--- src/rtl/gpr_pkg.sv ---
// Shared types and constants for the GPIO per-pin register block.
// Used by gpr_addr_decode, gpr_pin_regs and gpio_port_registers_core.
package gpr_pkg;

    // Number of pins served (1 to 8)
    localparam int PIN_COUNT = 8;

    // Register bit positions
    localparam int BIT_DATA   = 0;
    localparam int BIT_DIR    = 1;
    localparam int BIT_STATUS = 8;
    localparam int BIT_ENABLE = 9;

    // Mask of the register bits that can read as one
    localparam logic [31:0] READ_MASK = (32'd1 << BIT_DATA) | (32'd1 << BIT_DIR)
                                      | (32'd1 << BIT_STATUS) | (32'd1 << BIT_ENABLE);

    // Byte offset of each pin register; 0x18 is a hole
    localparam logic [7:0] REG_OFFSET [8] = '{
        8'h00, 8'h04, 8'h08, 8'h0c, 8'h10, 8'h14, 8'h1c, 8'h20
    };

    // Operation codes
    typedef enum logic [1:0] {
        OP_READ   = 2'd0,
        OP_WRITE  = 2'd1,
        OP_SAMPLE = 2'd2,
        OP_NONE   = 2'd3
    } op_t;

    // One input word
    typedef struct packed {
        op_t         operation;
        logic [7:0]  address;
        logic [31:0] bus_wdata;
        logic [7:0]  pin_levels;
    } item_t;

    // Address decode result
    typedef struct packed {
        logic                 hit;
        logic [PIN_COUNT-1:0] sel;
    } dec_t;

    // One result word
    typedef struct packed {
        logic [31:0] bus_rdata;
        logic        bad_address;
        logic        irq;
        logic [7:0]  pin_drive;
        logic [7:0]  pin_drive_enable;
    } result_t;

endpackage

--- src/rtl/gpio_port_registers_core.sv ---
// GPIO per-pin register block, top level.
// A word passes through the input register, then the output register, and leaves
// when m_axis_tready is high. Throughput: one word per cycle while m_axis_tready
// is high; the output register lets a new word enter while a result waits, and
// pin state updates as a word leaves the input register.
// Reset (rst_n low, asynchronous) clears all pin state and both valid flags.
// Depends on gpr_pkg, gpr_addr_decode and gpr_pin_regs.
module gpio_port_registers_core (
    input  logic        clk,
    input  logic        rst_n,
    input  logic        s_axis_tvalid,
    output logic        s_axis_tready,
    input  logic [47:0] s_axis_tdata,   // address[7:0], bus_wdata[39:8], pin_levels[47:40]
    input  logic [1:0]  s_axis_tuser,   // operation[1:0]
    output logic        m_axis_tvalid,
    input  logic        m_axis_tready,
    output logic [55:0] m_axis_tdata    // bus_rdata[31:0], bad_address[32], irq[33],
                                        // pin_drive[41:34], pin_drive_enable[49:42], zero pad
);
    import gpr_pkg::*;

    logic    in_valid_reg;
    item_t   in_item_reg;
    logic    out_valid_reg;
    result_t out_result_reg;
    logic    out_free;
    logic    advance;
    dec_t    dec;
    result_t result;

    // Handshake control
    assign out_free      = !out_valid_reg || m_axis_tready;
    assign advance       = in_valid_reg && out_free;
    assign s_axis_tready = !in_valid_reg || out_free;

    // Input register
    always_ff @(posedge clk or negedge rst_n)
    begin
        if (!rst_n)
        begin
            in_valid_reg <= 1'b0;
        end
        else if (s_axis_tready)
        begin
            in_valid_reg <= s_axis_tvalid;
        end
    end

    always_ff @(posedge clk)
    begin
        if (s_axis_tready && s_axis_tvalid)
        begin
            in_item_reg.operation  <= op_t'(s_axis_tuser);
            in_item_reg.address    <= s_axis_tdata[7:0];
            in_item_reg.bus_wdata  <= s_axis_tdata[39:8];
            in_item_reg.pin_levels <= s_axis_tdata[47:40];
        end
    end

    gpr_addr_decode u_decode (
        .address (in_item_reg.address),
        .dec     (dec)
    );

    gpr_pin_regs u_pins (
        .clk    (clk),
        .rst_n  (rst_n),
        .update (advance),
        .item   (in_item_reg),
        .dec    (dec),
        .result (result)
    );

    // Output register
    always_ff @(posedge clk or negedge rst_n)
    begin
        if (!rst_n)
        begin
            out_valid_reg <= 1'b0;
        end
        else if (out_free)
        begin
            out_valid_reg <= in_valid_reg;
        end
    end

    always_ff @(posedge clk)
    begin
        if (advance)
        begin
            out_result_reg <= result;
        end
    end

    assign m_axis_tvalid = out_valid_reg;
    assign m_axis_tdata  = {6'd0,
                            out_result_reg.pin_drive_enable,
                            out_result_reg.pin_drive,
                            out_result_reg.irq,
                            out_result_reg.bad_address,
                            out_result_reg.bus_rdata};

    // Checks
    a_stall_only_when_full: assert property (@(posedge clk) disable iff (!rst_n)
        !s_axis_tready |-> (in_valid_reg && out_valid_reg && !m_axis_tready))
        else $error("input stalled while a stage was free");

    a_bad_reads_zero: assert property (@(posedge clk) disable iff (!rst_n)
        (m_axis_tvalid && m_axis_tdata[32]) |-> (m_axis_tdata[31:0] == 32'd0))
        else $error("bad address result carries read data");

    a_reserved_bits_zero: assert property (@(posedge clk) disable iff (!rst_n)
        m_axis_tvalid |-> ((m_axis_tdata[31:0] & ~READ_MASK) == 32'd0))
        else $error("reserved read bits set");

endmodule

--- src/rtl/gpr_addr_decode.sv ---
// Address decoder: maps a byte offset onto a one-hot pin select.
// Depends on gpr_pkg.
module gpr_addr_decode (
    input  logic [7:0]  address,
    output gpr_pkg::dec_t dec
);
    import gpr_pkg::*;

    // Compare against every pin's offset
    always_comb
    begin
        dec.sel = '0;
        for (int p = 0; p < PIN_COUNT; p++)
        begin
            dec.sel[p] = (address == REG_OFFSET[p]);
        end
        dec.hit = |dec.sel;
    end

endmodule

--- src/rtl/gpr_pin_regs.sv ---
// Per-pin state (latch, direction, enable, status, last level) and the
// result logic for one word. Depends on gpr_pkg.
module gpr_pin_regs (
    input  logic              clk,
    input  logic              rst_n,
    input  logic              update,
    input  gpr_pkg::item_t    item,
    input  gpr_pkg::dec_t     dec,
    output gpr_pkg::result_t  result
);
    import gpr_pkg::*;

    logic [PIN_COUNT-1:0] output_latch_reg, output_latch_next;
    logic [PIN_COUNT-1:0] direction_reg, direction_next;
    logic [PIN_COUNT-1:0] enable_reg, enable_next;
    logic [PIN_COUNT-1:0] status_reg, status_next;
    logic [PIN_COUNT-1:0] last_levels_reg, last_levels_next;
    logic [PIN_COUNT-1:0] levels;
    logic [PIN_COUNT-1:0] rise;
    logic                 is_access;
    logic                 rd_data, rd_dir, rd_status, rd_enable;

    assign levels    = item.pin_levels[PIN_COUNT-1:0];
    assign rise      = levels & ~last_levels_reg;
    assign is_access = (item.operation == OP_READ) || (item.operation == OP_WRITE);

    // Next state
    always_comb
    begin
        output_latch_next = output_latch_reg;
        direction_next    = direction_reg;
        enable_next       = enable_reg;
        status_next       = status_reg;
        last_levels_next  = last_levels_reg;
        unique case (item.operation)
            OP_WRITE:
            begin
                if (dec.hit)
                begin
                    output_latch_next = (output_latch_reg & ~dec.sel)
                                      | (dec.sel & {PIN_COUNT{item.bus_wdata[BIT_DATA]}});
                    direction_next    = (direction_reg & ~dec.sel)
                                      | (dec.sel & {PIN_COUNT{item.bus_wdata[BIT_DIR]}});
                    enable_next       = (enable_reg & ~dec.sel)
                                      | (dec.sel & {PIN_COUNT{item.bus_wdata[BIT_ENABLE]}});
                    if (item.bus_wdata[BIT_STATUS])
                    begin
                        status_next = status_reg & ~dec.sel;
                    end
                end
            end
            OP_SAMPLE:
            begin
                // rising edge on an armed input pin latches status
                status_next      = status_reg | (rise & enable_reg & ~direction_reg);
                last_levels_next = levels;
            end
            OP_READ, OP_NONE:
            begin
            end
            default:
            begin
            end
        endcase
    end

    // State registers
    always_ff @(posedge clk or negedge rst_n)
    begin
        if (!rst_n)
        begin
            output_latch_reg <= '0;
            direction_reg    <= '0;
            enable_reg       <= '0;
            status_reg       <= '0;
            last_levels_reg  <= '0;
        end
        else if (update)
        begin
            output_latch_reg <= output_latch_next;
            direction_reg    <= direction_next;
            enable_reg       <= enable_next;
            status_reg       <= status_next;
            last_levels_reg  <= last_levels_next;
        end
    end

    // Selected pin's bits for a read
    assign rd_dir    = |(dec.sel & direction_reg);
    assign rd_data   = |(dec.sel & ((direction_reg & output_latch_reg)
                                  | (~direction_reg & last_levels_reg)));
    assign rd_status = |(dec.sel & status_reg);
    assign rd_enable = |(dec.sel & enable_reg);

    // Result word, status and drive taken after this word's update
    always_comb
    begin
        result                  = '0;
        result.bad_address      = is_access && !dec.hit;
        if (item.operation == OP_READ && dec.hit)
        begin
            result.bus_rdata[BIT_DATA]   = rd_data;
            result.bus_rdata[BIT_DIR]    = rd_dir;
            result.bus_rdata[BIT_STATUS] = rd_status;
            result.bus_rdata[BIT_ENABLE] = rd_enable;
        end
        result.irq                             = |(status_next & enable_next);
        result.pin_drive[PIN_COUNT-1:0]        = output_latch_next;
        result.pin_drive_enable[PIN_COUNT-1:0] = direction_next;
    end

endmodule

--- config.mk ---
export PLATFORM = sky130hd
export DESIGN_NAME = gpio_port_registers_core
export DESIGN_NICKNAME = d
export VERILOG_FILES = /design/src/rtl/gpr_pkg.sv /design/src/rtl/gpio_port_registers_core.sv /design/src/rtl/gpr_addr_decode.sv /design/src/rtl/gpr_pin_regs.sv
export SDC_FILE = /design/constraint.sdc
export NUM_CORES = 1
export LEC_CHECK = 0
export BUFFER_PORTS_ARGS = -buffer_cell sky130_fd_sc_hd__buf_2
export CORE_MARGIN = 4
export CORE_UTILIZATION = 48
export DETAILED_ROUTE_END_ITERATION = 6
export GPL_TIMING_DRIVEN = 0
export PLACE_DENSITY_LB_ADDON = 0.08
export SETUP_SLACK_MARGIN = 0.1
export SKIP_CTS_REPAIR_TIMING = 1
export SLEW_MARGIN = 15
export SYNTH_ARGS = -nofsm -noshare
export SYNTH_HDL_FRONTEND = slang
export SYNTH_SLANG_ARGS = --single-unit
--- constraint.sdc ---
create_clock -name clk -period 2 [get_ports clk]
set_input_delay 0.3 -clock clk [delete_from_list [all_inputs] [get_ports clk]]
set_output_delay 0.3 -clock clk [all_outputs]
set_load 0.05 [all_outputs]
# Yosys cells after proc, flatten, opt, wreduce, memory -nomap -nowiden
# Cells that the tools add are included.
dict set report totals {
  latch_bits 0
  n_memories 0
  wordCells 78
  output_inout_bits 58
  ramBits 0
  reg_bits 92
  rom_bits 0
  input_bits 54
}
dict set report op_classes {
  n_lt_le_gt_ge 0
  muxes 9
  eq_ne 9
  bitwise_logic 25
  div_mod_pow 0
  reduce_logical 19
  add_sub_neg 0
  shifts 0
  n_mul 0
}
# op n
set ops {}
lappend ops {{8-bit AND} 17}
lappend ops {{8-bit two-way mux} 8}
lappend ops {{8-bit OR reduction} 6}
lappend ops {{8-bit bitwise OR} 5}
lappend ops {{8-bit by 5-bit == test with 1-bit output (second input constant)} 3}
lappend ops {{8-bit inverter} 3}
lappend ops {{8-bit by 4-bit == test with 1-bit output (second input constant)} 2}
lappend ops {{8-bit one-hot mux with 2 select lines} 1}
lappend ops {{8-bit by 3-bit == test with 1-bit output (second input constant)} 1}
lappend ops {{8-bit by 6-bit == test with 1-bit output (second input constant)} 1}
lappend ops {{8-bit logical NOT} 1}
lappend ops {{1-bit logical AND} 4}
lappend ops {{1-bit logical NOT} 3}
lappend ops {{1-bit logical OR} 3}
lappend ops {{2-bit by 1-bit == test with 1-bit output (second input constant)} 1}
lappend ops {{2-bit == test (second input constant)} 1}
lappend ops {{2-bit logical NOT} 1}
lappend ops {{2-bit AND reduction} 1}

# Longest topological paths before layout
dict set report depth {
  ltp_word 8
  depth_mapped 8
  ltp_nobuf 7
}

# By module
# From an unflattened synthesis, not the netlist that was laid out.
dict set report hier_totals {
  cells_unflattened 408
  hier_area_um2 6028.3
}
# mod seq_area_each_um2 area_per_inst_um2 cells_each instances
set by_module_without_submodules {}
lappend by_module_without_submodules {gpio_port_registers_core 3052.9 3155.5 115 1}
lappend by_module_without_submodules {gpr_pin_regs 1001.0 2747.6 275 1}
lappend by_module_without_submodules {gpr_addr_decode 0.0 125.1 18 1}

# Least setup slack after synthesis
# Ideal clock, no wire load.
dict set report synth_timing {
  path_type {register -> register}
  start {register out_valid_reg, in the netlist m_axis_tvalid}
  end {register u_pins.status_reg[4]}
  slack_ns -0.290
  t_arrival_ns 2.156
  n_path_buf 1
  period_less_slack_ns 2.290
  setup_time_ns 0.135
  path_stages_with_launch 8
  required_ns 1.865
  cell_sequence {dfrtp_1 -> nand2b_1 -> nand2_1 -> inv_1 -> buf_1 -> o21ai_0 -> nand2_1 -> o21ai_0}
}
dict set report synth_between {
  elab_chain_cells 3
}
# element line
set synth_rtl {}
lappend synth_rtl {{from (decl)} gpio_port_registers_core.sv:24} ;# logic out_valid_reg;
lappend synth_rtl {{from (signal assigned)} gpio_port_registers_core.sv:83} ;# out_valid_reg <= in_valid_reg;
lappend synth_rtl {{1-bit logical NOT} gpio_port_registers_core.sv:32} ;# assign out_free = !out_valid_reg || m_axis_tready;
lappend synth_rtl {{1-bit logical OR} gpio_port_registers_core.sv:32}
lappend synth_rtl {{1-bit logical AND} gpio_port_registers_core.sv:33} ;# assign advance = in_valid_reg && out_free;
lappend synth_rtl {{net advance} gpio_port_registers_core.sv:27} ;# logic advance;
lappend synth_rtl {{to (signal assigned)} gpr_pin_regs.sv:83} ;# status_reg <= status_next;
lappend synth_rtl {{to (decl)} gpr_pin_regs.sv:16} ;# logic [PIN_COUNT-1:0] status_reg, status_next;
# The timed path passes the listed nets, and every way through them passes these cells.
# A chain may end at the register's enable or synchronous reset.

==> flow_metrics.env <==
export IMPL_status="finished, violations left"
export IMPL_violations="setup timing"
export IMPL_hold_start="s_axis_tuser[0]"
export IMPL_nets=539
export IMPL_initial_core_util_pct=49.8
export IMPL_fill_cells=735
export IMPL_worstSkewPairLatency_ns=0.35
export IMPL_synthToLayoutAreaGrowth_pct=28.3
export IMPL_via_per_inst=5.59
export IMPL_period_share_pct=123
export IMPL_rows=34
export IMPL_max_freq_mhz=407
export IMPL_worst_pin_slew_ns=1.06
export IMPL_post_layout_nonfiller_instances=595
export IMPL_synth_main_ff_cell="edfxtp_1"
export IMPL_async_flop_share_pct=48.8
export IMPL_first_pass_iters=4
export IMPL_cts_tree="yes"
export IMPL_numCtsBuffers=9
export IMPL_endpoint_kind="register"
export IMPL_htree_levels=3
export IMPL_via_count=3325
export IMPL_ios=112
export IMPL_maxSlewViolCount=0
export IMPL_grt_usage_pct=21.7
export IMPL_drive_gt1_share_pct=47.4
export IMPL_cp_start_kind="register"
export IMPL_ys_ff_latch=86
export IMPL_core_area_um2=8850
export IMPL_critical_path_startpoint="in_item_reg[46]$_DFFE_PP_"
export IMPL_r2r_setup_slack_ns=-0.46
export IMPL_cap_violations=0
export IMPL_relSlewSlack_pct=29.4
export IMPL_cp_max_fo=6
export IMPL_yosysSeqAreaShare_pct=53.8
export IMPL_grt_overflow=0
export IMPL_die_area_um2=10800
export IMPL_gp_congestion=0.974
export IMPL_p_leak_nw=2.43
export IMPL_grt_pass1_vias=3180
export IMPL_yosysUniqueCellTypes=56
export IMPL_wl_um=11800
export IMPL_wl_per_cell_um=19.8
export IMPL_worstPathRequired_ns=2.07
export IMPL_antenna_found_initial=0
export IMPL_r2r_start="in_item_reg[46]$_DFFE_PP_"
export IMPL_die_y_um=104
export IMPL_dpl_hpwl_um=8180
export IMPL_skew_ns=0.00794
export IMPL_crit_type="reg -> reg"
export IMPL_cp_arrival_ns=2.53
export IMPL_vdd_ir_drop_max_mv=0.432
export IMPL_die_w_um=104
export IMPL_grt_max_degree=43
export IMPL_drc=0
export IMPL_synth_enable_flop_cells=44
export IMPL_finalHoldViolations=0
export IMPL_io_buffers=49
export IMPL_mappedNetlistArea_um2=4410
export IMPL_timing_final_ws_setup_ns=-0.458
export IMPL_yosysWarnings=0
export IMPL_power_density_nw_per_um2=750
export IMPL_fin_area_um2=5660
export IMPL_post_dp_cell_area_um2=4950
export IMPL_clk_pin_slew_ns=0.08
export IMPL_min_path_type="in -> reg"
export IMPL_synth_area_per_cell_um2=12.2
export IMPL_rsz0062_at_grt="true"
export IMPL_setup_viol=22
export IMPL_first_iter_violations=211
export IMPL_cts_sinks=86
export IMPL_drtAntennaViolNets=0
export IMPL_finalCriticalPeriod_ns=2.46
export IMPL_diodes=0
export IMPL_place_inst=552
export IMPL_cts_root_buf="clkbuf_8"
export IMPL_syn_inst=362
export IMPL_grt_pass1_wl_um=18100
export IMPL_cts_buffer_depth=2
==> final cells by class <==
type	instances	area, um2	area share (%)
sequential	86	2370	41.9
tap	108	135	2.39
timing repair buffer	76	463	8.19
clock inverter	4	47.5	0.841
clock buffer	12	135	2.39
inverter	5	18.8	0.332
multi-input combinational	255	2090	37.0
buffer	49	393	6.95
==> synth_stat cells (2+ instances only) <==
master	n	share of area, %
inv_1	5	0.43
o311ai_0	5	0.99
nor2_1	25	2.1
nor4b_1	2	0.40
dfrtp_1	42	24
nand3_1	12	1.4
a222oi_1	3	0.68
and2_1	2	0.28
nand2_1	19	1.6
nand4_1	2	0.28
mux2_2	50	13
nor4_1	3	0.43
edfxtp_1	44	30
o21ai_0	18	2.0
buf_4	35	6.0
nor2b_1	2	0.28
mux2i_1	9	2.0
nor4bb_1	5	1.1
ha_1	3	0.85
a21oi_1	10	1.1
clkbuf_1	8	0.68
mux2_4	2	0.68
a31oi_1	7	0.99
or4b_1	3	0.68
buf_1	2	0.17
a22oi_1	5	0.85
buf_2	3	0.34
nor3_1	3	0.34
nand2b_1	4	0.57
a221oi_1	2	0.40
o22ai_1	2	0.28
==> worst max-delay path, stage by stage, from the launching register on <==
cell	delay [ns]
edfxtp_1	0.49
or4b_4	0.59
or3_4	0.39
mux2_4	0.32
a32oi_2	0.19
nand4_1	0.18
==> metal layers <==
layer / share of wire, % / global-route usage [%] / vias up
met5: 0 / 0 / -
met4: 2.2 / 6.74 / 0
met3: 6.0 / 3.42 / 23
met2: 48 / 35.0 / 121
met1: 44 / 30.1 / 1640
li1: - / - / 1541
==> placed cells by master, fill, tap and decap left out, types with 2 or more instances in the layout <==
master,count
o21ai_1,6
buf_2,49
o21ai_0,12
nor2_1,18
nand3_1,8
a31oi_1,6
buf_6,10
mux2_4,7
mux2_2,46
or4b_4,3
edfxtp_1,44
a222oi_1,3
nand3_4,2
o311ai_1,2
nor4b_4,2
a21oi_1,9
clkbuf_8,9
nor4bb_1,5
ha_1,2
nand4_1,2
buf_4,58
dfrtp_1,42
nand2_1,16
nor4_4,2
or3_4,2
o22ai_1,2
mux2i_1,9
nor2_4,8
inv_1,4
a22oi_1,5
or4_4,2
nand2_2,3
nand3_2,2
nand2b_1,4
clkbuf_1,7
o311ai_2,2
conb_1,34
==> worst paths after layout <==
| path | to | cells after the start |
|---|---|---|
| worst max-delay path | m_axis_tdata[33]$_DFFE_PP_ | 5 |
| worst min-delay path | in_item_reg[48]$_DFFE_PP_ | 1 |
| worst max register to register | m_axis_tdata[33]$_DFFE_PP_ | 5 |
| worst min register to register | m_axis_tvalid$_DFFE_PN0P_ | 1 |
| max in group asynchronous | in_valid_reg$_DFFE_PN0N_ | 1 |
| min in group asynchronous | u_pins.last_levels_reg[1]$_DFFE_PN0P_ | 1 |
==> through the flow <==
stage                     util, %  hold slack, ns  total power, mW  setup WS (ns)  setup TNS [ns]
after floorplan                 -         0.00441             2.78         -0.155          -0.251
after global placement       55.9           0.476             2.98         -0.969          -21.14
after detailed placement     55.9           0.478             2.99         -0.748          -14.63
after CTS                    58.0           0.106             4.16         -0.776          -15.09
after global routing         63.9          0.0942             4.42         -0.486           -3.77
final                        63.9           0.116             4.24         -0.458           -2.42
==> power by group <==
group	internal (mW)	total, mW	switching [mW]
sequential	2.03	2.14	0.112
combinational	0.307	0.908	0.601
clock	0.576	1.19	0.615
==> cells by family (layout without fill, tap and decap cells) <==
logic type	after synthesis	after routing	synth area share, %
fa+ha+maj	3	3	0.851
simple gates	94	94	12.2
compound gates	62	62	9.45
mux	62	62	15.7
flops	86	86	53.8
other cells	1	34	0.0850
buf+inv	54	146	7.83
(Power assumes the default switching activity.)
